`config.mk`:
```
export PLATFORM = sky130hd
export DESIGN_NAME = pid_motor_speed_controller
export DESIGN_NICKNAME = d
export VERILOG_FILES = /design/src/sv/pmsc_pkg.sv /design/src/sv/pid_motor_speed_controller.sv /design/src/sv/pmsc_cfg.sv /design/src/sv/pmsc_ctrl.sv /design/src/sv/pmsc_datapath.sv
export SDC_FILE = /design/constraint.sdc
export NUM_CORES = 2
export LEC_CHECK = 0
export BUFFER_PORTS_ARGS = -buffer_cell sky130_fd_sc_hd__buf_2
export CAP_MARGIN = 20
export CELL_PAD_IN_SITES_DETAIL_PLACEMENT = 0
export CELL_PAD_IN_SITES_GLOBAL_PLACEMENT = 1
export CORE_AREA = 2 2 319 289
export CTS_CLUSTER_SIZE = 28
export DETAILED_ROUTE_END_ITERATION = 8
export DIE_AREA = 0 0 321 291
export GPL_ROUTABILITY_DRIVEN = 0
export PLACE_DENSITY_LB_ADDON = 0.1
export SLEW_MARGIN = 10
export SYNTH_ARGS = -nofsm -noshare
export SYNTH_HDL_FRONTEND = slang
export SYNTH_HIERARCHICAL = 1
export SYNTH_SLANG_ARGS = --single-unit
```
`constraint.sdc`:
```
create_clock -name i_clk -period 12 [get_ports i_clk]
set_clock_uncertainty 0.1 [all_clocks]
set_input_delay 2.4 -clock i_clk [delete_from_list [all_inputs] [get_ports i_clk]]
set_output_delay 2.4 -clock i_clk [all_outputs]
set_load 0.1 [all_outputs]
```
`src/sv/pmsc_pkg.sv`:
```
`default_nettype none
// ----------------------------------------------------------------------------
// PID motor speed controller package
// Shared types, widths and register codes of the speed controller.
// ----------------------------------------------------------------------------
package pmsc_pkg;

    localparam int unsigned CFG_IDX_W  = 3;
    localparam int unsigned CFG_DATA_W = 16;
    localparam int unsigned PULSE_W    = 16;
    localparam int unsigned DUTY_W     = 8;
    localparam int unsigned SPEED_W    = 24;
    localparam int unsigned TARGET_W   = 15;
    localparam int unsigned GAIN_W     = 16;
    localparam int unsigned ERR_W      = 26;
    localparam int unsigned DELTA_W    = 27;
    localparam int unsigned INTEG_W    = 32;
    localparam int unsigned MUL_A_W    = 17;
    localparam int unsigned MUL_B_W    = 33;
    localparam int unsigned PROD_W     = MUL_A_W + MUL_B_W;

    localparam logic [TARGET_W-1:0] TARGET_MAX = 15'd25600;

    localparam logic [CFG_IDX_W-1:0] CFG_LOOP_ENABLE   = 3'd0;
    localparam logic [CFG_IDX_W-1:0] CFG_TARGET_SPEED  = 3'd1;
    localparam logic [CFG_IDX_W-1:0] CFG_GAIN_P        = 3'd2;
    localparam logic [CFG_IDX_W-1:0] CFG_GAIN_I_SCALED = 3'd3;
    localparam logic [CFG_IDX_W-1:0] CFG_GAIN_D_SCALED = 3'd4;
    localparam logic [CFG_IDX_W-1:0] CFG_SPEED_SCALE   = 3'd5;

    typedef struct packed {
        logic                loop_enable;
        logic [TARGET_W-1:0] target_speed;
        logic [GAIN_W-1:0]   gain_p;
        logic [GAIN_W-1:0]   gain_i_scaled;
        logic [GAIN_W-1:0]   gain_d_scaled;
        logic [GAIN_W-1:0]   speed_scale;
    } t_cfg;

    typedef enum logic [2:0] {
        S_IDLE,
        S_SPEED,
        S_ERROR,
        S_MUL_P,
        S_MUL_I,
        S_MUL_D,
        S_SUM,
        S_RESULT
    } t_state;

    typedef enum logic [1:0] {
        MUL_SPEED,
        MUL_P,
        MUL_I,
        MUL_D
    } t_mul_sel;

    typedef enum logic [1:0] {
        ACC_HOLD,
        ACC_LOAD,
        ACC_ADD
    } t_acc_op;

    typedef struct packed {
        logic     load_in;
        t_mul_sel mul_sel;
        logic     err_step;
        t_acc_op  acc_op;
        logic     out_load;
    } t_dp_cmd;

endpackage
`default_nettype wire

```
`src/sv/pid_motor_speed_controller.sv`:
```
`default_nettype none
// ----------------------------------------------------------------------------
// PID motor speed controller
// Converts a per-tick encoder pulse count to shaft speed and produces a
// clamped PID duty from one shared multiplier.
// ----------------------------------------------------------------------------
//  Channel   Signals                              Direction  Width
//  ticks     i_valid / o_ready, i_pulse_count     in         16
//  results   o_valid / i_ready, o_pwm_duty,       out        8, 24
//            o_shaft_speed
//  config    i_cfg_we, i_cfg_index, i_cfg_data    in         3, 16
//
//  A tick steps through the speed, error, P, I, D, sum and result states,
//  skipping the products and sum with the loop disabled; one signed 17 x 33
//  multiplier is shared by the speed, P, I and D products.
//  The result register holds a finished transaction while the next tick is
//  accepted; a stalled result only holds the sequencer in its final step.
//  Reset is synchronous and active low and loads the register defaults and
//  clears the integral and previous error.
// ----------------------------------------------------------------------------
module pid_motor_speed_controller (
    input  wire logic                              i_clk,
    input  wire logic                              i_rst_n,
    input  wire logic                              i_valid,
    output logic                                   o_ready,
    input  wire logic [pmsc_pkg::PULSE_W-1:0]      i_pulse_count,
    output logic                                   o_valid,
    input  wire logic                              i_ready,
    output logic      [pmsc_pkg::DUTY_W-1:0]       o_pwm_duty,
    output logic      [pmsc_pkg::SPEED_W-1:0]      o_shaft_speed,
    input  wire logic                              i_cfg_we,
    input  wire logic [pmsc_pkg::CFG_IDX_W-1:0]    i_cfg_index,
    input  wire logic [pmsc_pkg::CFG_DATA_W-1:0]   i_cfg_data
);

    pmsc_pkg::t_cfg    w_cfg;
    pmsc_pkg::t_dp_cmd w_cmd;

    pmsc_cfg u_cfg (
        .i_clk       (i_clk),
        .i_rst_n     (i_rst_n),
        .i_cfg_we    (i_cfg_we),
        .i_cfg_index (i_cfg_index),
        .i_cfg_data  (i_cfg_data),
        .o_cfg       (w_cfg)
    );

    pmsc_ctrl u_ctrl (
        .i_clk         (i_clk),
        .i_rst_n       (i_rst_n),
        .i_valid       (i_valid),
        .o_ready       (o_ready),
        .o_valid       (o_valid),
        .i_ready       (i_ready),
        .i_loop_enable (w_cfg.loop_enable),
        .o_cmd         (w_cmd)
    );

    pmsc_datapath u_datapath (
        .i_clk         (i_clk),
        .i_rst_n       (i_rst_n),
        .i_cfg         (w_cfg),
        .i_cmd         (w_cmd),
        .i_pulse_count (i_pulse_count),
        .o_pwm_duty    (o_pwm_duty),
        .o_shaft_speed (o_shaft_speed)
    );

endmodule
`default_nettype wire

```
`src/sv/pmsc_cfg.sv`:
```
`default_nettype none
// ----------------------------------------------------------------------------
// PID motor speed controller configuration registers
// Holds the enable, target, gains and speed scale written through the port.
// ----------------------------------------------------------------------------
module pmsc_cfg (
    input  wire logic                               i_clk,
    input  wire logic                               i_rst_n,
    input  wire logic                               i_cfg_we,
    input  wire logic [pmsc_pkg::CFG_IDX_W-1:0]     i_cfg_index,
    input  wire logic [pmsc_pkg::CFG_DATA_W-1:0]    i_cfg_data,
    output pmsc_pkg::t_cfg                          o_cfg
);

    pmsc_pkg::t_cfg r_cfg;

    always_ff @(posedge i_clk) begin
        if (!i_rst_n) begin
            r_cfg.loop_enable   <= 1'b0;
            r_cfg.target_speed  <= 15'd12800;
            r_cfg.gain_p        <= 16'd512;
            r_cfg.gain_i_scaled <= 16'd13;
            r_cfg.gain_d_scaled <= 16'd256;
            r_cfg.speed_scale   <= 16'd2247;
        end else if (i_cfg_we) begin
            unique case (i_cfg_index)
                pmsc_pkg::CFG_LOOP_ENABLE:   r_cfg.loop_enable   <= i_cfg_data[0];
                pmsc_pkg::CFG_TARGET_SPEED:
                    r_cfg.target_speed <= i_cfg_data[pmsc_pkg::TARGET_W-1:0];
                pmsc_pkg::CFG_GAIN_P:        r_cfg.gain_p        <= i_cfg_data;
                pmsc_pkg::CFG_GAIN_I_SCALED: r_cfg.gain_i_scaled <= i_cfg_data;
                pmsc_pkg::CFG_GAIN_D_SCALED: r_cfg.gain_d_scaled <= i_cfg_data;
                pmsc_pkg::CFG_SPEED_SCALE:   r_cfg.speed_scale   <= i_cfg_data;
                default: begin
                end
            endcase
        end
    end

    assign o_cfg = r_cfg;

endmodule
`default_nettype wire

```
`src/sv/pmsc_ctrl.sv`:
```
`default_nettype none
// ----------------------------------------------------------------------------
// PID motor speed controller sequencer
// Steps each control tick through the shared multiplier and owns both
// handshakes.
// ----------------------------------------------------------------------------
module pmsc_ctrl (
    input  wire logic        i_clk,
    input  wire logic        i_rst_n,
    input  wire logic        i_valid,
    output logic             o_ready,
    output logic             o_valid,
    input  wire logic        i_ready,
    input  wire logic        i_loop_enable,
    output pmsc_pkg::t_dp_cmd o_cmd
);

    pmsc_pkg::t_state r_state;
    pmsc_pkg::t_state n_state;
    logic             r_out_valid;
    logic             n_out_valid;
    logic             w_out_free;

    assign w_out_free = !r_out_valid || i_ready;

    always_comb begin
        n_state = r_state;
        unique case (r_state)
            pmsc_pkg::S_IDLE:   if (i_valid) n_state = pmsc_pkg::S_SPEED;
            pmsc_pkg::S_SPEED:  n_state = pmsc_pkg::S_ERROR;
            pmsc_pkg::S_ERROR:  n_state = i_loop_enable ? pmsc_pkg::S_MUL_P
                                                        : pmsc_pkg::S_RESULT;
            pmsc_pkg::S_MUL_P:  n_state = pmsc_pkg::S_MUL_I;
            pmsc_pkg::S_MUL_I:  n_state = pmsc_pkg::S_MUL_D;
            pmsc_pkg::S_MUL_D:  n_state = pmsc_pkg::S_SUM;
            pmsc_pkg::S_SUM:    n_state = pmsc_pkg::S_RESULT;
            pmsc_pkg::S_RESULT: if (w_out_free) n_state = pmsc_pkg::S_IDLE;
            default:            n_state = pmsc_pkg::S_IDLE;
        endcase
    end

    always_comb begin
        o_ready        = 1'b0;
        o_cmd.load_in  = 1'b0;
        o_cmd.mul_sel  = pmsc_pkg::MUL_SPEED;
        o_cmd.err_step = 1'b0;
        o_cmd.acc_op   = pmsc_pkg::ACC_HOLD;
        o_cmd.out_load = 1'b0;
        unique case (r_state)
            pmsc_pkg::S_IDLE: begin
                o_ready       = 1'b1;
                o_cmd.load_in = i_valid;
            end
            pmsc_pkg::S_SPEED: begin
                o_cmd.mul_sel = pmsc_pkg::MUL_SPEED;
            end
            pmsc_pkg::S_ERROR: begin
                o_cmd.err_step = 1'b1;
            end
            pmsc_pkg::S_MUL_P: begin
                o_cmd.mul_sel = pmsc_pkg::MUL_P;
            end
            pmsc_pkg::S_MUL_I: begin
                o_cmd.mul_sel = pmsc_pkg::MUL_I;
                o_cmd.acc_op  = pmsc_pkg::ACC_LOAD;
            end
            pmsc_pkg::S_MUL_D: begin
                o_cmd.mul_sel = pmsc_pkg::MUL_D;
                o_cmd.acc_op  = pmsc_pkg::ACC_ADD;
            end
            pmsc_pkg::S_SUM: begin
                o_cmd.acc_op = pmsc_pkg::ACC_ADD;
            end
            pmsc_pkg::S_RESULT: begin
                o_cmd.out_load = w_out_free;
            end
            default: begin
            end
        endcase
    end

    always_comb begin
        n_out_valid = r_out_valid;
        if (o_cmd.out_load) begin
            n_out_valid = 1'b1;
        end else if (i_ready) begin
            n_out_valid = 1'b0;
        end
    end

    always_ff @(posedge i_clk) begin
        if (!i_rst_n) begin
            r_state     <= pmsc_pkg::S_IDLE;
            r_out_valid <= 1'b0;
        end else begin
            r_state     <= n_state;
            r_out_valid <= n_out_valid;
        end
    end

    assign o_valid = r_out_valid;

endmodule
`default_nettype wire

```
`src/sv/pmsc_datapath.sv`:
```
`default_nettype none
// ----------------------------------------------------------------------------
// PID motor speed controller datapath
// Shared signed multiplier, error and integral registers, PID accumulator
// and the output register.
// ----------------------------------------------------------------------------
module pmsc_datapath (
    input  wire logic                              i_clk,
    input  wire logic                              i_rst_n,
    input  wire pmsc_pkg::t_cfg                    i_cfg,
    input  wire pmsc_pkg::t_dp_cmd                 i_cmd,
    input  wire logic [pmsc_pkg::PULSE_W-1:0]      i_pulse_count,
    output logic      [pmsc_pkg::DUTY_W-1:0]       o_pwm_duty,
    output logic      [pmsc_pkg::SPEED_W-1:0]      o_shaft_speed
);

    logic        [pmsc_pkg::PULSE_W-1:0] r_pulses;
    logic signed [pmsc_pkg::PROD_W-1:0]  r_prod;
    logic        [pmsc_pkg::SPEED_W-1:0] r_speed;
    logic signed [pmsc_pkg::ERR_W-1:0]   r_err;
    logic signed [pmsc_pkg::DELTA_W-1:0] r_delta;
    logic signed [pmsc_pkg::INTEG_W-1:0] r_integ;
    logic signed [pmsc_pkg::ERR_W-1:0]   r_prev;
    logic signed [pmsc_pkg::PROD_W-1:0]  r_acc;
    logic        [pmsc_pkg::DUTY_W-1:0]  r_duty_out;
    logic        [pmsc_pkg::SPEED_W-1:0] r_speed_out;

    logic signed [pmsc_pkg::MUL_A_W-1:0]   w_mul_a;
    logic signed [pmsc_pkg::MUL_B_W-1:0]   w_mul_b;
    logic        [pmsc_pkg::SPEED_W-1:0]   w_speed;
    logic        [pmsc_pkg::TARGET_W-1:0]  w_target;
    logic signed [pmsc_pkg::ERR_W-1:0]     w_err;
    logic signed [pmsc_pkg::INTEG_W:0]     w_integ_sum;
    logic signed [pmsc_pkg::INTEG_W-1:0]   w_integ;
    logic signed [pmsc_pkg::DELTA_W-1:0]   w_delta;
    logic        [pmsc_pkg::DUTY_W-1:0]    w_duty;

    always_comb begin
        unique case (i_cmd.mul_sel)
            pmsc_pkg::MUL_SPEED: begin
                w_mul_a = {1'b0, i_cfg.speed_scale};
                w_mul_b = {17'd0, r_pulses};
            end
            pmsc_pkg::MUL_P: begin
                w_mul_a = {1'b0, i_cfg.gain_p};
                w_mul_b = {{7{r_err[pmsc_pkg::ERR_W-1]}}, r_err};
            end
            pmsc_pkg::MUL_I: begin
                w_mul_a = {1'b0, i_cfg.gain_i_scaled};
                w_mul_b = {r_integ[pmsc_pkg::INTEG_W-1], r_integ};
            end
            pmsc_pkg::MUL_D: begin
                w_mul_a = {1'b0, i_cfg.gain_d_scaled};
                w_mul_b = {{6{r_delta[pmsc_pkg::DELTA_W-1]}}, r_delta};
            end
            default: begin
                w_mul_a = '0;
                w_mul_b = '0;
            end
        endcase
    end

    assign w_speed  = r_prod[31:8];
    assign w_target = (i_cfg.target_speed > pmsc_pkg::TARGET_MAX) ? pmsc_pkg::TARGET_MAX
                                                                   : i_cfg.target_speed;
    assign w_err    = $signed({11'd0, w_target}) - $signed({2'd0, w_speed});
    assign w_integ_sum = $signed({r_integ[pmsc_pkg::INTEG_W-1], r_integ})
                       + $signed({{7{w_err[pmsc_pkg::ERR_W-1]}}, w_err});
    assign w_delta  = $signed({w_err[pmsc_pkg::ERR_W-1], w_err})
                    - $signed({r_prev[pmsc_pkg::ERR_W-1], r_prev});

    always_comb begin
        w_integ = w_integ_sum[pmsc_pkg::INTEG_W-1:0];
        if (w_integ_sum[pmsc_pkg::INTEG_W] != w_integ_sum[pmsc_pkg::INTEG_W-1]) begin
            w_integ = w_integ_sum[pmsc_pkg::INTEG_W] ? {1'b1, 31'd0} : {1'b0, {31{1'b1}}};
        end
    end

    always_comb begin
        w_duty = r_acc[23:16];
        if (!i_cfg.loop_enable || r_acc[pmsc_pkg::PROD_W-1]) begin
            w_duty = '0;
        end else if (|r_acc[pmsc_pkg::PROD_W-2:24]) begin
            w_duty = '1;
        end
    end

    always_ff @(posedge i_clk) begin
        if (!i_rst_n) begin
            r_integ <= '0;
            r_prev  <= '0;
        end else if (i_cmd.err_step && i_cfg.loop_enable) begin
            r_integ <= w_integ;
            r_prev  <= w_err;
        end
    end

    always_ff @(posedge i_clk) begin
        r_prod <= w_mul_a * w_mul_b;
        if (i_cmd.load_in) begin
            r_pulses <= i_pulse_count;
        end
        if (i_cmd.err_step) begin
            r_speed <= w_speed;
            r_err   <= w_err;
            r_delta <= w_delta;
        end
        unique case (i_cmd.acc_op)
            pmsc_pkg::ACC_LOAD: r_acc <= r_prod;
            pmsc_pkg::ACC_ADD:  r_acc <= r_acc + r_prod;
            default: begin
            end
        endcase
        if (i_cmd.out_load) begin
            r_duty_out  <= w_duty;
            r_speed_out <= r_speed;
        end
    end

    assign o_pwm_duty    = r_duty_out;
    assign o_shaft_speed = r_speed_out;

endmodule
`default_nettype wire

```
==> run metrics <==
internal power=around 6.0 mW; Detailed Routing Iterations Pass 1=7; Max Clk Rate=~99 MHz; post-synth top area cell=fa_1; Setup Buffers After CTS=0; initial antenna violation count=0; Ys Warns=6; cts bufs inserted=46; post-route ant nets=0; register bit count reported by yosys=364; Final Max Tran Viols=0; num rows=around 110; minimum clock period=around 10 ns; Least-Margin Pin Slew=approximately 1.1 ns; first-pass GRT wire length=roughly 180000 um; critical path type=flip-flop to flip-flop; fill count=approximately 9000; die span in x=~320 um; Seq/Total Area, Yosys=between 20% and 30%; Post-Syn Nets=4967; Arr. time, crit path=between 10 and 15 ns; IO Port Bufs=73; CTS resizes=0; worst relative slew slack=between 20% and 30%; Crit Path Max Fanout=40; Register Area=approximately 9000 um^2; Critical Path End Type=flip-flop; worst-skew pair later-pin latency=0.62 ns; cells after synthesis=4190; clock group share of total power=about an eighth; Synth top area share=between 20 and 30%; unrepaired setup endpoints after global routing=false; Psw=5.61 mW; Post-synth EDFFs=about 170; TNS Setup=0 ns; sequential group share of total power=between 10% and 20%; startpoint types=flip-flop; max cap viols=0; WL/cell=21.5 um; switch share=approximately 49%; CP delay by family, top=adder cells; final WL=~120000 um; ANT cells=0; Remaining DRCs=0; Initial DRC Count=between 2000 and 2500; top-level I/O count=74; syn_area_per_cell=approximately 9.2 um^2; Main synth FF type=dfxtp_1; buffer and inverter count on the worst path=5; die height=between 200 and 300 um; drt via density=between 5 and 6; Root Buffer=clkbuf_16; fin nets=4963; Crit-path slowest cell=a21o_1; leakage power=between 15 and 20 nW; Comb power frac=between 70% and 80%; pin count of the biggest net entering global routing=between 80 and 90; hpwl dp=a little over 90000 um; total track usage=approximately 25%; status=finished clean; maximum clock path buffer count=3; die area=between 90000 and 100000 um^2; Worst Setup Slack, final=between 1.5 and 2 ns; Starting Density=about 43%; worst-case vdd ir drop=0.298 mV; CTS tree=yes; CP Data Required Time=about 12 ns; clk sinks=~360; Pwr Density=around 280 nW/um^2; area delta synth->final=8.30%; Max stage delay on crit path=0.89 ns; async set-reset flop share out of synthesis=0%; CTS H-tree depth=2; GR Overflow Total=0; Multi-input gate area=26300 um^2; number of global-route vias before repair=between 20000 and 30000; post-synth cell types=97; share of layout cells above drive strength 1=7.36%; cell mode on critical path=fa_1; Core ar.=roughly 90000 um^2; Cell Area, Synth=approximately 39000 um^2; top post-synthesis cells by area=fa_1 26%, edfxtp_1 13%, dfxtp_1 9.9%; via count of the routed design=between 20000 and 30000; fin crit share=83.8%; Clock Pin Slew Worst Setup and Hold Paths=about 0.060 ns; CTS Hold Bufs=0; worst min path class=flip-flop to flip-flop; worst slack at placement=just over 2 ns; setup violators final=0; Final Hold Fails=0
metal layers:
layer  share of wire (%)  GRT usage [%]  wire length [um]
met1                  50           38.7             57500
met2                  42           38.1             49100
met3                 6.4           4.08              7400
met4                 1.6           4.34              1800
met5                   0              0                 0
cell families (layout without fill, tap and decap cells):
| family | count (synthesis) | count (layout) | share of synthesized area (%) |
|---|---|---|---|
| buf+inv | 847 | 880 | 8.45 |
| fa+ha+maj | 741 | 741 | 33.8 |
| mux | 158 | 158 | 4.63 |
| compound gates | 729 | 729 | 12.1 |
| flops | 364 | 364 | 23.4 |
| simple gates | 1193 | 1193 | 14.1 |
| xor+xnor | 158 | 158 | 3.59 |
cells in the final DEF, fill, tap and decap left out, types with 25 or more instances in the layout:
cell / instances
xnor2_1: 104
inv_1: 667
buf_2: 72
nor3_1: 33
o21ai_0: 156
clkbuf_16: 47
fa_1: 497
buf_4: 51
a21o_1: 97
nor2_1: 266
ha_1: 239
nand3_1: 40
dfxtp_1: 191
nand2_1: 554
edfxtp_1: 173
o21a_1: 37
xor2_1: 53
a21oi_1: 218
mux2i_1: 104
nor2b_1: 123
nand2b_1: 37
mux2_2: 42
a211oi_1: 25
worst paths after layout:
kind	slack, ns	end	startpoint	cells after the start
worst max-delay path	1.94	u_datapath/r_prod[44]$_DFF_P_	u_ctrl/r_state[2]$_SDFFE_PN0P_	29
worst min-delay path	0.32	u_datapath/o_shaft_speed[6]$_DFFE_PP_	u_datapath/r_speed[6]$_DFFE_PP_	0
worst max register to register	1.94	u_datapath/r_prod[44]$_DFF_P_	u_ctrl/r_state[2]$_SDFFE_PN0P_	29
worst min register to register	0.32	u_datapath/o_shaft_speed[6]$_DFFE_PP_	u_datapath/r_speed[6]$_DFFE_PP_	0
flip-flops by register name (all words and copies together), names as in the netlist:
register                  count
u_datapath/r_prod            50
u_datapath/r_acc             50
u_datapath/o_shaft_speed     24
u_datapath/r_pulses          16
u_ctrl/r_state                3
u_datapath/r_delta           26
u_ctrl/o_valid                1
u_datapath/o_pwm_duty         8
u_datapath/r_err             25
u_datapath/r_integ           32
u_datapath/r_speed           24
u_cfg/o_cfg                  80
u_datapath/r_prev            25
Yosys cell counts, types with 38 or more instances:
cell type    n
a21o_1      97
a21oi_1    218
clkbuf_1   138
dfxtp_1    191
edfxtp_1   173
fa_1       497
ha_1       240
inv_1      668
mux2_2      42
mux2i_1    104
nand2_1    555
nand3_1     40
nor2_1     268
nor2b_1    123
o21a_1      38
o21ai_0    160
xnor2_1    105
xor2_1      53
power groups by stage:
stage               clock (mW)  sequential, mW  combinational (mW)
floorplan                    0            1.76                6.30
global placement             0            1.81                8.26
detailed placement           0            1.81                8.22
CTS                       1.55            1.79                8.28
global route              1.59            1.80                9.43
finish                    1.50            1.78                8.28
final cells by class:
cell class              instances  share of cell area (%)
clock buffers                  59                    3.00
clock inverters                26                   0.876
well taps                    1177                    3.53
flip-flops and latches        364                    21.6
multi-input cells            2979                    63.1
inverters                     671                    6.04
repair buffers                124                    1.82
metrics by stage:
step | instance area [um^2] | total power, mW | utilization, % | instances | hold slack [ns]
CTS | 41700 | 11.6 | 46.1 | 5400 | 0.318
detailed placement | 40100 | 10.0 | 44.3 | 5315 | 0.305
global placement | 40100 | 10.1 | 44.3 | 5313 | 0.301
global route | 41700 | 12.8 | 46.1 | 5400 | 0.320
finish | 41700 | 11.6 | 46.1 | 5400 | 0.316
floorplan | 38500 | 8.06 | - | 4190 | 0.300
Note: power is estimated with default switching activity, not from simulation.
